<file path="src/sfc_pkg.sv">
package sfc_pkg;

	// Input item function codes
	localparam logic [1:0] FUNC_BYTE    = 2'd0;
	localparam logic [1:0] FUNC_TICK    = 2'd1;
	localparam logic [1:0] FUNC_BUS_ERR = 2'd2;

	// Result kinds
	localparam logic [1:0] KIND_READING = 2'd0;
	localparam logic [1:0] KIND_ALERT   = 2'd1;
	localparam logic [1:0] KIND_EXPIRED = 2'd2;

	// Error codes
	localparam logic [1:0] ERR_NONE = 2'd0;
	localparam logic [1:0] ERR_CRC  = 2'd1;
	localparam logic [1:0] ERR_BUS  = 2'd2;

	// Configuration register indexes
	localparam int CFG_IDX_W = 2;
	localparam int CFG_DATA_W = 16;
	localparam logic [CFG_IDX_W-1:0] REG_ERR_THRESHOLD = 2'd0;
	localparam logic [CFG_IDX_W-1:0] REG_VALID_TIMEOUT = 2'd1;

	localparam logic [7:0]  ERR_THRESHOLD_RST = 8'd3;
	localparam logic [15:0] VALID_TIMEOUT_RST = 16'd1000;

	// Frame layout: six bytes
	localparam int FRAME_BYTES = 6;

	// Scaling of raw words to hundredths
	localparam int PROD_W = 31;
	localparam logic [14:0] TEMP_SCALE = 15'd17500;
	localparam logic [14:0] HUM_SCALE  = 15'd12500;
	localparam logic signed [14:0] TEMP_OFFSET = -15'sd4500;
	localparam logic signed [14:0] HUM_OFFSET  = -15'sd600;

	localparam int QUEUE_DEPTH = 4;

	// One queue entry: the results caused by one input item. An optional
	// alert goes first, then an optional main result.
	typedef struct packed {
		logic        alert;
		logic [1:0]  alert_code;
		logic        main;
		logic [1:0]  main_kind;
		logic [1:0]  main_code;
		logic [15:0] temp_raw;
		logic [15:0] hum_alert;
		logic [15:0] hum_main;
		logic        temp_ok;
		logic        hum_ok;
		logic        rd_valid;
	} sfc_entry_t;

	typedef struct packed {
		logic full;
		logic not_empty;
	} sfc_q_stat_t;

endpackage

</file>
<file path="src/sfc_front.sv">
module sfc_front
	import sfc_pkg::*;
(
	input  logic                  clk,
	input  logic                  arst_n,
	input  logic                  in_valid,
	output logic                  in_ready,
	input  logic [1:0]            func,
	input  logic [7:0]            byte_value,
	input  logic                  cfg_valid,
	input  logic [CFG_IDX_W-1:0]  cfg_index,
	input  logic [CFG_DATA_W-1:0] cfg_data,
	input  sfc_q_stat_t           q_stat,
	output logic                  push,
	output sfc_entry_t            push_entry
);

	localparam logic [7:0] CRC_POLY = 8'h31;
	localparam logic [7:0] CRC_INIT = 8'hFF;

	localparam logic [2:0] IDX_T_HI  = 3'd0;
	localparam logic [2:0] IDX_T_LO  = 3'd1;
	localparam logic [2:0] IDX_T_CRC = 3'd2;
	localparam logic [2:0] IDX_H_HI  = 3'd3;
	localparam logic [2:0] IDX_H_LO  = 3'd4;
	localparam logic [2:0] IDX_FIRST = 3'(FRAME_BYTES % FRAME_BYTES);

	function automatic logic [7:0] crc8_update(input logic [7:0] crc, input logic [7:0] b);
		logic [7:0] r;
		r = crc ^ b;
		for (int k = 0; k < 8; k++) begin
			r = r[7] ? ((r << 1) ^ CRC_POLY) : (r << 1);
		end
		return r;
	endfunction

	logic [7:0]  thr_q;
	logic [15:0] timeout_q;
	logic [2:0]  idx_q, idx_d;
	logic [7:0]  crc_q, crc_d;
	logic [7:0]  hi_q, hi_d;
	logic [7:0]  lo_q, lo_d;
	logic [15:0] temp_q, temp_d;
	logic [15:0] hum_q, hum_d;
	logic        tflag_q, tflag_d;
	logic [7:0]  cnt_q, cnt_d;
	logic [15:0] cd_q, cd_d;

	logic        acc;
	logic [7:0]  cnt_inc;
	logic        alert_hit;
	logic        crc_match;

	assign in_ready  = !q_stat.full;
	assign acc       = in_valid && in_ready;
	assign cnt_inc   = (cnt_q == 8'hFF) ? 8'hFF : cnt_q + 8'd1;
	assign alert_hit = cnt_inc >= thr_q;
	assign crc_match = byte_value == crc_q;

	always_comb begin
		idx_d   = idx_q;
		crc_d   = crc_q;
		hi_d    = hi_q;
		lo_d    = lo_q;
		temp_d  = temp_q;
		hum_d   = hum_q;
		tflag_d = tflag_q;
		cnt_d   = cnt_q;
		cd_d    = cd_q;
		push    = 1'b0;
		push_entry            = '0;
		push_entry.temp_raw   = temp_q;
		push_entry.hum_alert  = hum_q;
		push_entry.hum_main   = hum_q;
		push_entry.rd_valid   = cd_q != 16'd0;
		push_entry.alert_code = ERR_CRC;
		if (acc) begin
			case (func)
				FUNC_BYTE: begin
					case (idx_q)
						IDX_T_HI, IDX_H_HI: begin
							hi_d  = byte_value;
							crc_d = crc8_update(CRC_INIT, byte_value);
							idx_d = idx_q + 3'd1;
						end
						IDX_T_LO, IDX_H_LO: begin
							lo_d  = byte_value;
							crc_d = crc8_update(crc_q, byte_value);
							idx_d = idx_q + 3'd1;
						end
						IDX_T_CRC: begin
							if (!crc_match) begin
								cnt_d = cnt_inc;
								push  = alert_hit;
							end
							push_entry.alert = 1'b1;
							temp_d  = {hi_q, lo_q};
							tflag_d = crc_match;
							crc_d   = CRC_INIT;
							idx_d   = IDX_H_HI;
						end
						default: begin
							// humidity CRC byte closes the frame
							hum_d  = {hi_q, lo_q};
							cnt_d  = 8'd0;
							cd_d   = timeout_q;
							push   = 1'b1;
							push_entry.alert     = !crc_match && alert_hit;
							push_entry.main      = 1'b1;
							push_entry.main_kind = KIND_READING;
							push_entry.main_code = (crc_match && tflag_q) ? ERR_NONE : ERR_CRC;
							push_entry.hum_main  = {hi_q, lo_q};
							push_entry.temp_ok   = tflag_q;
							push_entry.hum_ok    = crc_match;
							push_entry.rd_valid  = timeout_q != 16'd0;
							crc_d  = CRC_INIT;
							idx_d  = IDX_FIRST;
						end
					endcase
				end
				FUNC_TICK: begin
					if (cd_q != 16'd0) begin
						cd_d = cd_q - 16'd1;
						if (cd_q == 16'd1) begin
							push = 1'b1;
							push_entry.main      = 1'b1;
							push_entry.main_kind = KIND_EXPIRED;
							push_entry.main_code = ERR_NONE;
							push_entry.rd_valid  = 1'b0;
						end
					end
				end
				FUNC_BUS_ERR: begin
					cnt_d = cnt_inc;
					push  = alert_hit;
					push_entry.alert      = 1'b1;
					push_entry.alert_code = ERR_BUS;
					idx_d = IDX_FIRST;
					crc_d = CRC_INIT;
				end
				default: begin
					// unused code: drop
				end
			endcase
		end
	end

	always_ff @(posedge clk or negedge arst_n) begin
		if (!arst_n) begin
			thr_q     <= ERR_THRESHOLD_RST;
			timeout_q <= VALID_TIMEOUT_RST;
		end else if (cfg_valid) begin
			if (cfg_index == REG_ERR_THRESHOLD) begin
				thr_q <= cfg_data[7:0];
			end else if (cfg_index == REG_VALID_TIMEOUT) begin
				timeout_q <= cfg_data;
			end
		end
	end

	always_ff @(posedge clk or negedge arst_n) begin
		if (!arst_n) begin
			idx_q   <= IDX_FIRST;
			crc_q   <= CRC_INIT;
			hi_q    <= 8'd0;
			lo_q    <= 8'd0;
			temp_q  <= 16'd0;
			hum_q   <= 16'd0;
			tflag_q <= 1'b0;
			cnt_q   <= 8'd0;
			cd_q    <= 16'd0;
		end else begin
			idx_q   <= idx_d;
			crc_q   <= crc_d;
			hi_q    <= hi_d;
			lo_q    <= lo_d;
			temp_q  <= temp_d;
			hum_q   <= hum_d;
			tflag_q <= tflag_d;
			cnt_q   <= cnt_d;
			cd_q    <= cd_d;
		end
	end

endmodule

</file>
<file path="config.mk">
export PLATFORM = sky130hd
export DESIGN_NAME = sfc_front
export DESIGN_NICKNAME = d
export VERILOG_FILES = /design/src/sfc_pkg.sv /design/src/sfc_front.sv
export SDC_FILE = /design/constraint.sdc
export NUM_CORES = 1
export LEC_CHECK = 0
export BUFFER_PORTS_ARGS = -buffer_cell sky130_fd_sc_hd__buf_2
export CORE_MARGIN = 1.5
export CORE_UTILIZATION = 55
export DETAILED_ROUTE_END_ITERATION = 8
export PLACE_DENSITY = 0.76
export SLEW_MARGIN = 20
export SYNTH_ARGS = -nofsm -noshare
export SYNTH_HDL_FRONTEND = slang
export SYNTH_SLANG_ARGS = --single-unit
</file>
<file path="constraint.sdc">
create_clock -name clk -period 2.8 [get_ports clk]
set_clock_uncertainty 0.15 [all_clocks]
set_input_delay 0.14 -clock clk [delete_from_list [all_inputs] [get_ports clk]]
set_output_delay 0.14 -clock clk [all_outputs]
set_load 0.03 [all_outputs]
</file>
==> metrics.csv, run 1 <==
metric;value;unit
min_period;3.12;ns
synthFlopType;dfrtp_1;
mostFrequentLayoutCell;dfrtp_1;
cts_buffer_depth;2;
power_density;926;nW/um^2
worstSetupPathType;register to output port;
die_height;107;microns
final_area;7290;sq um
fp.dieW;107;microns
grt_pass1_vias;4789;
fp.dieArea;11500;sq um
worst_path_most_repeated_cell;and2_4;
status;finished, violations left;
finalNonFillerCells;803;
initial_core_util;57.4;%
ir_drop;0.486;mV
drive_gt1_share;38.4;%
rows;37;
cts.sinks;108;
critPathTopFamily;simple AND/OR/NAND/NOR gates;
yosys_warnings;0;
regToRegSetupSlack;0.29;ns
synth_area;5980;sq um
dp_hpwl;9990;microns
grt_pass1_wl;23800;microns
critical_path.max_stage_delay;0.38;ns
fmaxAchievable;320;MHz
crit_path_start_kind;register;
yosysSeqAreaShare;45.6;%
synth_seq_cells;108;
wl_per_cell;18.1;microns
violations;setup timing;
final_antenna_net_count;0;
fill_cells;774;
dr_total_vias;4698;
grt.total_usage;26.4;%
cp_data_arrival_time;2.83;ns
syn_avg_cell_area;11.0;sq um
leakage;3.36;nW
grt_setup_unrepaired;true;
async_flop_share;100;%
maxCapViolCount;0;
required;2.51;ns
grt_max_degree;75;
grt_overflow;0;
endpoint_kind;output port;
synth_edf_count;0;
clkTransAtPathRegs;0.10;ns
worstMarginPinSlew;0.809;ns
viasPerCell;5.85;
ios;95;
path_cells;ha_2 -> and2_4 -> nand3_2 -> and2_4 -> ha_1 -> nand2b_4 -> a2111oi_4 -> nand4b_1 -> a211oi_2 -> o31a_1 -> buf_6;
fin_util;70.0;%
slew_violations;0;
area_growth;22.0;%
cts_made_buffers;9;
relSlewSlack;45.9;%
route.detailed.drc;0;
portBuffers;91;
cts_root_buffer;clkbuf_8;
critical_path.max_fanout;3;
wirelength;14500;microns
placed_area;6630;sq um
routabilityCongestion;0.913;
first_iter_violations;207;
coreArea;10400;sq um
placedCellCount;760;
finalSetupViolCount;2;
hold_viol;0;
synthCells;543;
dr.pass1.iters;5;
setup_ws;-0.324;ns
nNetsFinal;712;
period_share;112;%
htree_num_levels;3;
path_buf_inv;1;
num_antenna_cells;0;
worst_skew_pair.late_latency;0.38;ns
layout_common_cells;dfrtp_1, buf_2, mux2_2;
slowest_stage;dfrtp_1;
ys_types;62;
hold_class;input port to register;
antenna_found_initial;0;
place_ws;-0.0482;ns
cts_tree;yes;
-- worst paths after layout --
kind,startpoint,endpoint,depth (start not counted)
worst max-delay path,cnt_q[1]$_DFFE_PN0P_,push_entry[58],11
worst max register to register,idx_q[0]$_DFFE_PN0P_,cd_q[13]$_DFFE_PN0P_,7
worst min-delay path,byte_value[2],lo_q[2]$_DFFE_PN0P_,2
max in group asynchronous,arst_n,crc_q[7]$_DFFE_PN1P_,3
worst min register to register,temp_q[12]$_DFFE_PN0P_,temp_q[12]$_DFFE_PN0P_,1
min in group asynchronous,arst_n,timeout_q[14]$_DFFE_PN0P_,2
-- stage by stage --
step           power, W  TNS [ns]  hold WS (ns)
2_1_floorplan   0.00469         0        -0.306
3_3_place_gp    0.00535         0       -0.0314
3_5_place_dp    0.00550   -0.0482       -0.0323
4_1_cts         0.00670    -0.574       0.00324
5_1_grt         0.00717    -0.826        0.0147
6_report        0.00676    -0.622        0.0148
-- cells in the mapped netlist (5+ instances only) --
cell	n	area (sq um)
nand2b_1	7	43.8
mux2_2	82	923
xor2_1	11	96.3
o21a_1	7	52.6
ha_1	16	200
nor3_1	9	45.0
a21oi_1	29	145
a31oi_1	5	31.3
nor2_1	27	101
nand3_1	9	45.0
buf_2	8	40.0
o21ai_0	29	145
nand2_1	30	113
xnor2_1	24	210
and2_1	6	37.5
mux2_1	6	67.6
dfstp_2	16	420
clkbuf_1	17	63.8
o32ai_1	5	43.8
dfrtp_1	92	2300
inv_1	21	78.8
o221ai_1	6	52.6
nor4_1	7	43.8
-- registers in the layout (all words and copies together) (netlist names) --
name       flops
thr_q          8
hum_q         16
cd_q          16
idx_q          3
cnt_q          8
crc_q          8
temp_q        16
hi_q           8
tflag_q        1
timeout_q     16
lo_q           8
-- layout make-up --
cell class	count	area, sq um	area share (%)
Multi-Input combinational cell	388	3220	44.1
Sequential cell	108	2720	37.4
Timing Repair Buffer	134	875	12.0
Tap cell	136	170	2.33
Clock buffer	11	141	1.94
Clock inverter	5	85.1	1.17
Inverter	21	78.8	1.08
-- cells by family (layout without fill, tap and decap cells) --
family | Yosys count | after routing | synth area share, %
AO/OA/AOI/OAI | 124 | 124 | 14.1
AND/OR/NAND/NOR | 117 | 117 | 10.1
flip-flops | 108 | 108 | 45.6
multiplexers | 90 | 90 | 16.9
buffers and inverters | 48 | 171 | 3.31
XOR/XNOR | 39 | 39 | 6.55
adder cells (fa/ha/maj) | 16 | 16 | 3.35
other | 1 | 2 | 0.0627
-- metal layers --
metal  routed length (microns)  vias up  GRT usage [%]
li1                          -     2207              -
met1                      6320     2331           34.1
met2                      7310      130           44.4
met3                       564       30           3.89
met4                       320        0           10.9
met5                         0        -              0
-- power breakdown --
group | leakage [nW] | total, W | internal, W | switching, W
logic | 1.91 | 0.00306 | 0.00132 | 0.00173
clock network | 0.110 | 0.00106 | 0.000532 | 0.000533
registers | 1.35 | 0.00263 | 0.00215 | 0.000485
total | 3.36 | 0.00676 | 0.00400 | 0.00275
-- repair_timing --
action,in CTS,in global routing
gates resized for setup,27,7
buffers inserted,3,1
endpoints found under the hold margin,67,2
gates cloned,0,0
pin swaps,7,2
setup endpoints to repair,3,10
hold buffers,22,1
Power figures use the tool's default switching activity.
==> inputs of run 2 (changes only) <==
==> constraint.sdc (replaced) <==
create_clock -name clk -period 2.8 [get_ports clk]
set_clock_uncertainty 0.15 [all_clocks]
set_input_delay 0.28 -clock clk [delete_from_list [all_inputs] [get_ports clk]]
set_output_delay 0.28 -clock clk [all_outputs]
set_load 0.03 [all_outputs]
==> run 2 against run 1 <==
Effect of this change:
- the flow still finishes with violations (setup timing)
- power down 2.6%
- cell count up 0.50%
- sequential share of layout area up 0.21 points
- critical endpoint unchanged
==> metrics.csv, run 2 (synthesis gave the netlist of run 1 again) <==
metric;value;unit
area_growth;21.3;%
rr_endpoint;cd_q[11]$_DFFE_PN0P_;
fin_util;69.6;%
worstSetupPathType;register to output port;
holdPathEnd;lo_q[1]$_DFFE_PN0P_;
r2r_start;cd_q[7]$_DFFE_PN0P_;
wl_per_cell;17.1;microns
power_density;907;nW/um^2
intPower;0.00385;W
worst_skew_pair.late_latency;0.38;ns
mostFrequentLayoutCell;dfrtp_1;
ios;95;
htree_num_levels;3;
dr_total_vias;4693;
rows;37;
fp.dieW;107;microns
min_from;byte_value[1];
final_antenna_net_count;0;
grt.total_usage;25.0;%
final_area;7250;sq um
power.switching;0.00273;W
hold_viol;0;
slew_violations;0;
seqPwrFrac;40.2;%
cp_data_arrival_time;2.78;ns
drive_gt1_share;39.5;%
status;finished, violations left;
nNetsFinal;716;
grt_pass1_wl;22500;microns
wirelength;13800;microns
rr_worst_depth;6;
clkTransAtPathRegs;0.09;ns
hold_depth;2;
viasPerCell;5.82;
die_height;107;microns
coreArea;10400;sq um
period_share;115;%
layout_common_cells;dfrtp_1, buf_2, mux2_2;
routabilityCongestion;0.902;
worstMarginPinSlew;0.801;ns
dp_hpwl;9700;microns
maxCapViolCount;0;
placed_area;6730;sq um
clockPowerShare;13.1;%
critical_path.max_fanout;3;
grt_max_degree;58;
relSlewSlack;46.4;%
grt_pass1_vias;4584;
placedCellCount;773;
setup_ws;-0.407;ns
finalSetupViolCount;2;
finalNonFillerCells;807;
crit_path_start_kind;register;
cts_root_buffer;clkbuf_8;
power.share.combinational;46.7;%
cts.sinks;108;
regToRegSetupSlack;0.35;ns
required;2.37;ns
grt_setup_unrepaired;true;
initial_core_util;57.4;%
route.detailed.drc;0;
cts_tree;yes;
ir_drop;0.675;mV
endpoint_kind;output port;
first_iter_violations;244;
cts_buffer_depth;2;
grt_overflow;0;
hold_class;input port to register;
violations;setup timing;
dr.pass1.iters;5;
swShare;41.4;%
tns;-0.761;ns
portBuffers;91;
min_period;3.21;ns
antenna_found_initial;0;
leakage;3.38;nW
num_antenna_cells;0;
whs;0.0968;ns
fmaxAchievable;312;MHz
fp.dieArea;11500;sq um
cts_made_buffers;9;
[run 2: power groups by stage]
stage	clock network, W	logic (W)	registers [W]
after floorplan	0	0.00184	0.00284
after global placement	0	0.00283	0.00259
after detailed placement	0	0.00291	0.00264
after CTS	0.000894	0.00305	0.00263
after global routing	0.000936	0.00332	0.00273
final	0.000865	0.00307	0.00264
[run 2: worst max-delay path, stage by stage (launching register included)]
cell,delay [ns]
dfrtp_1,0.37
ha_2,0.18
and2_4,0.17
nand3_4,0.09
nor3_4,0.20
a21oi_2,0.05
ha_1,0.31
a21o_1,0.20
a221oi_4,0.29
a211oi_2,0.10
o31a_1,0.29
buf_6,0.15
[run 2: layout make-up]
cell class                      instances  area [sq um]
Inverter                               21          78.8
Fill cell                             791          3160
Clock buffer                           11           141
Timing Repair Buffer                  138           881
Multi-Input combinational cell        388          3230
Clock inverter                          5          28.8
Tap cell                              136           170
Sequential cell                       108          2720
[run 2: how the worst max path moves through the flow]
stage,to,slack [ns],cells after the start,from
3_3_place_gp,push_entry[58],-0.10,11,cnt_q[0]$_DFFE_PN0P_
3_5_place_dp,push_entry[58],-0.18,11,cnt_q[0]$_DFFE_PN0P_
4_1_cts,push_entry[58],-0.45,11,cnt_q[1]$_DFFE_PN0P_
2_1_floorplan,push_entry[58],0.01,10,cnt_q[0]$_DFFE_PN0P_
5_1_grt,push_entry[58],-0.56,11,cnt_q[0]$_DFFE_PN0P_
6_report,push_entry[58],-0.41,11,cnt_q[1]$_DFFE_PN0P_
[run 2: what timing repair did]
item / 4_1_cts / 5_1_grt
hold buffers: 17 / 0
pin swaps: 8 / 6
hold endpoints to repair: 69 / 0
buffers inserted: 0 / 1
setup endpoints to repair: 4 / 16
gates resized for setup: 25 / 7
[run 2: per-layer routing]
layer	wire [microns]	track usage (%)
met3	620	4.80
met1	6130	33.5
met2	6810	41.2
met4	240	7.71
met5	0	0
[run 2: stage by stage]
stage | power (W) | setup WS (ns)
floorplan | 0.00469 | 0.0118
global placement | 0.00542 | -0.100
detailed placement | 0.00555 | -0.179
CTS | 0.00657 | -0.451
global route | 0.00699 | -0.560
finish | 0.00658 | -0.407
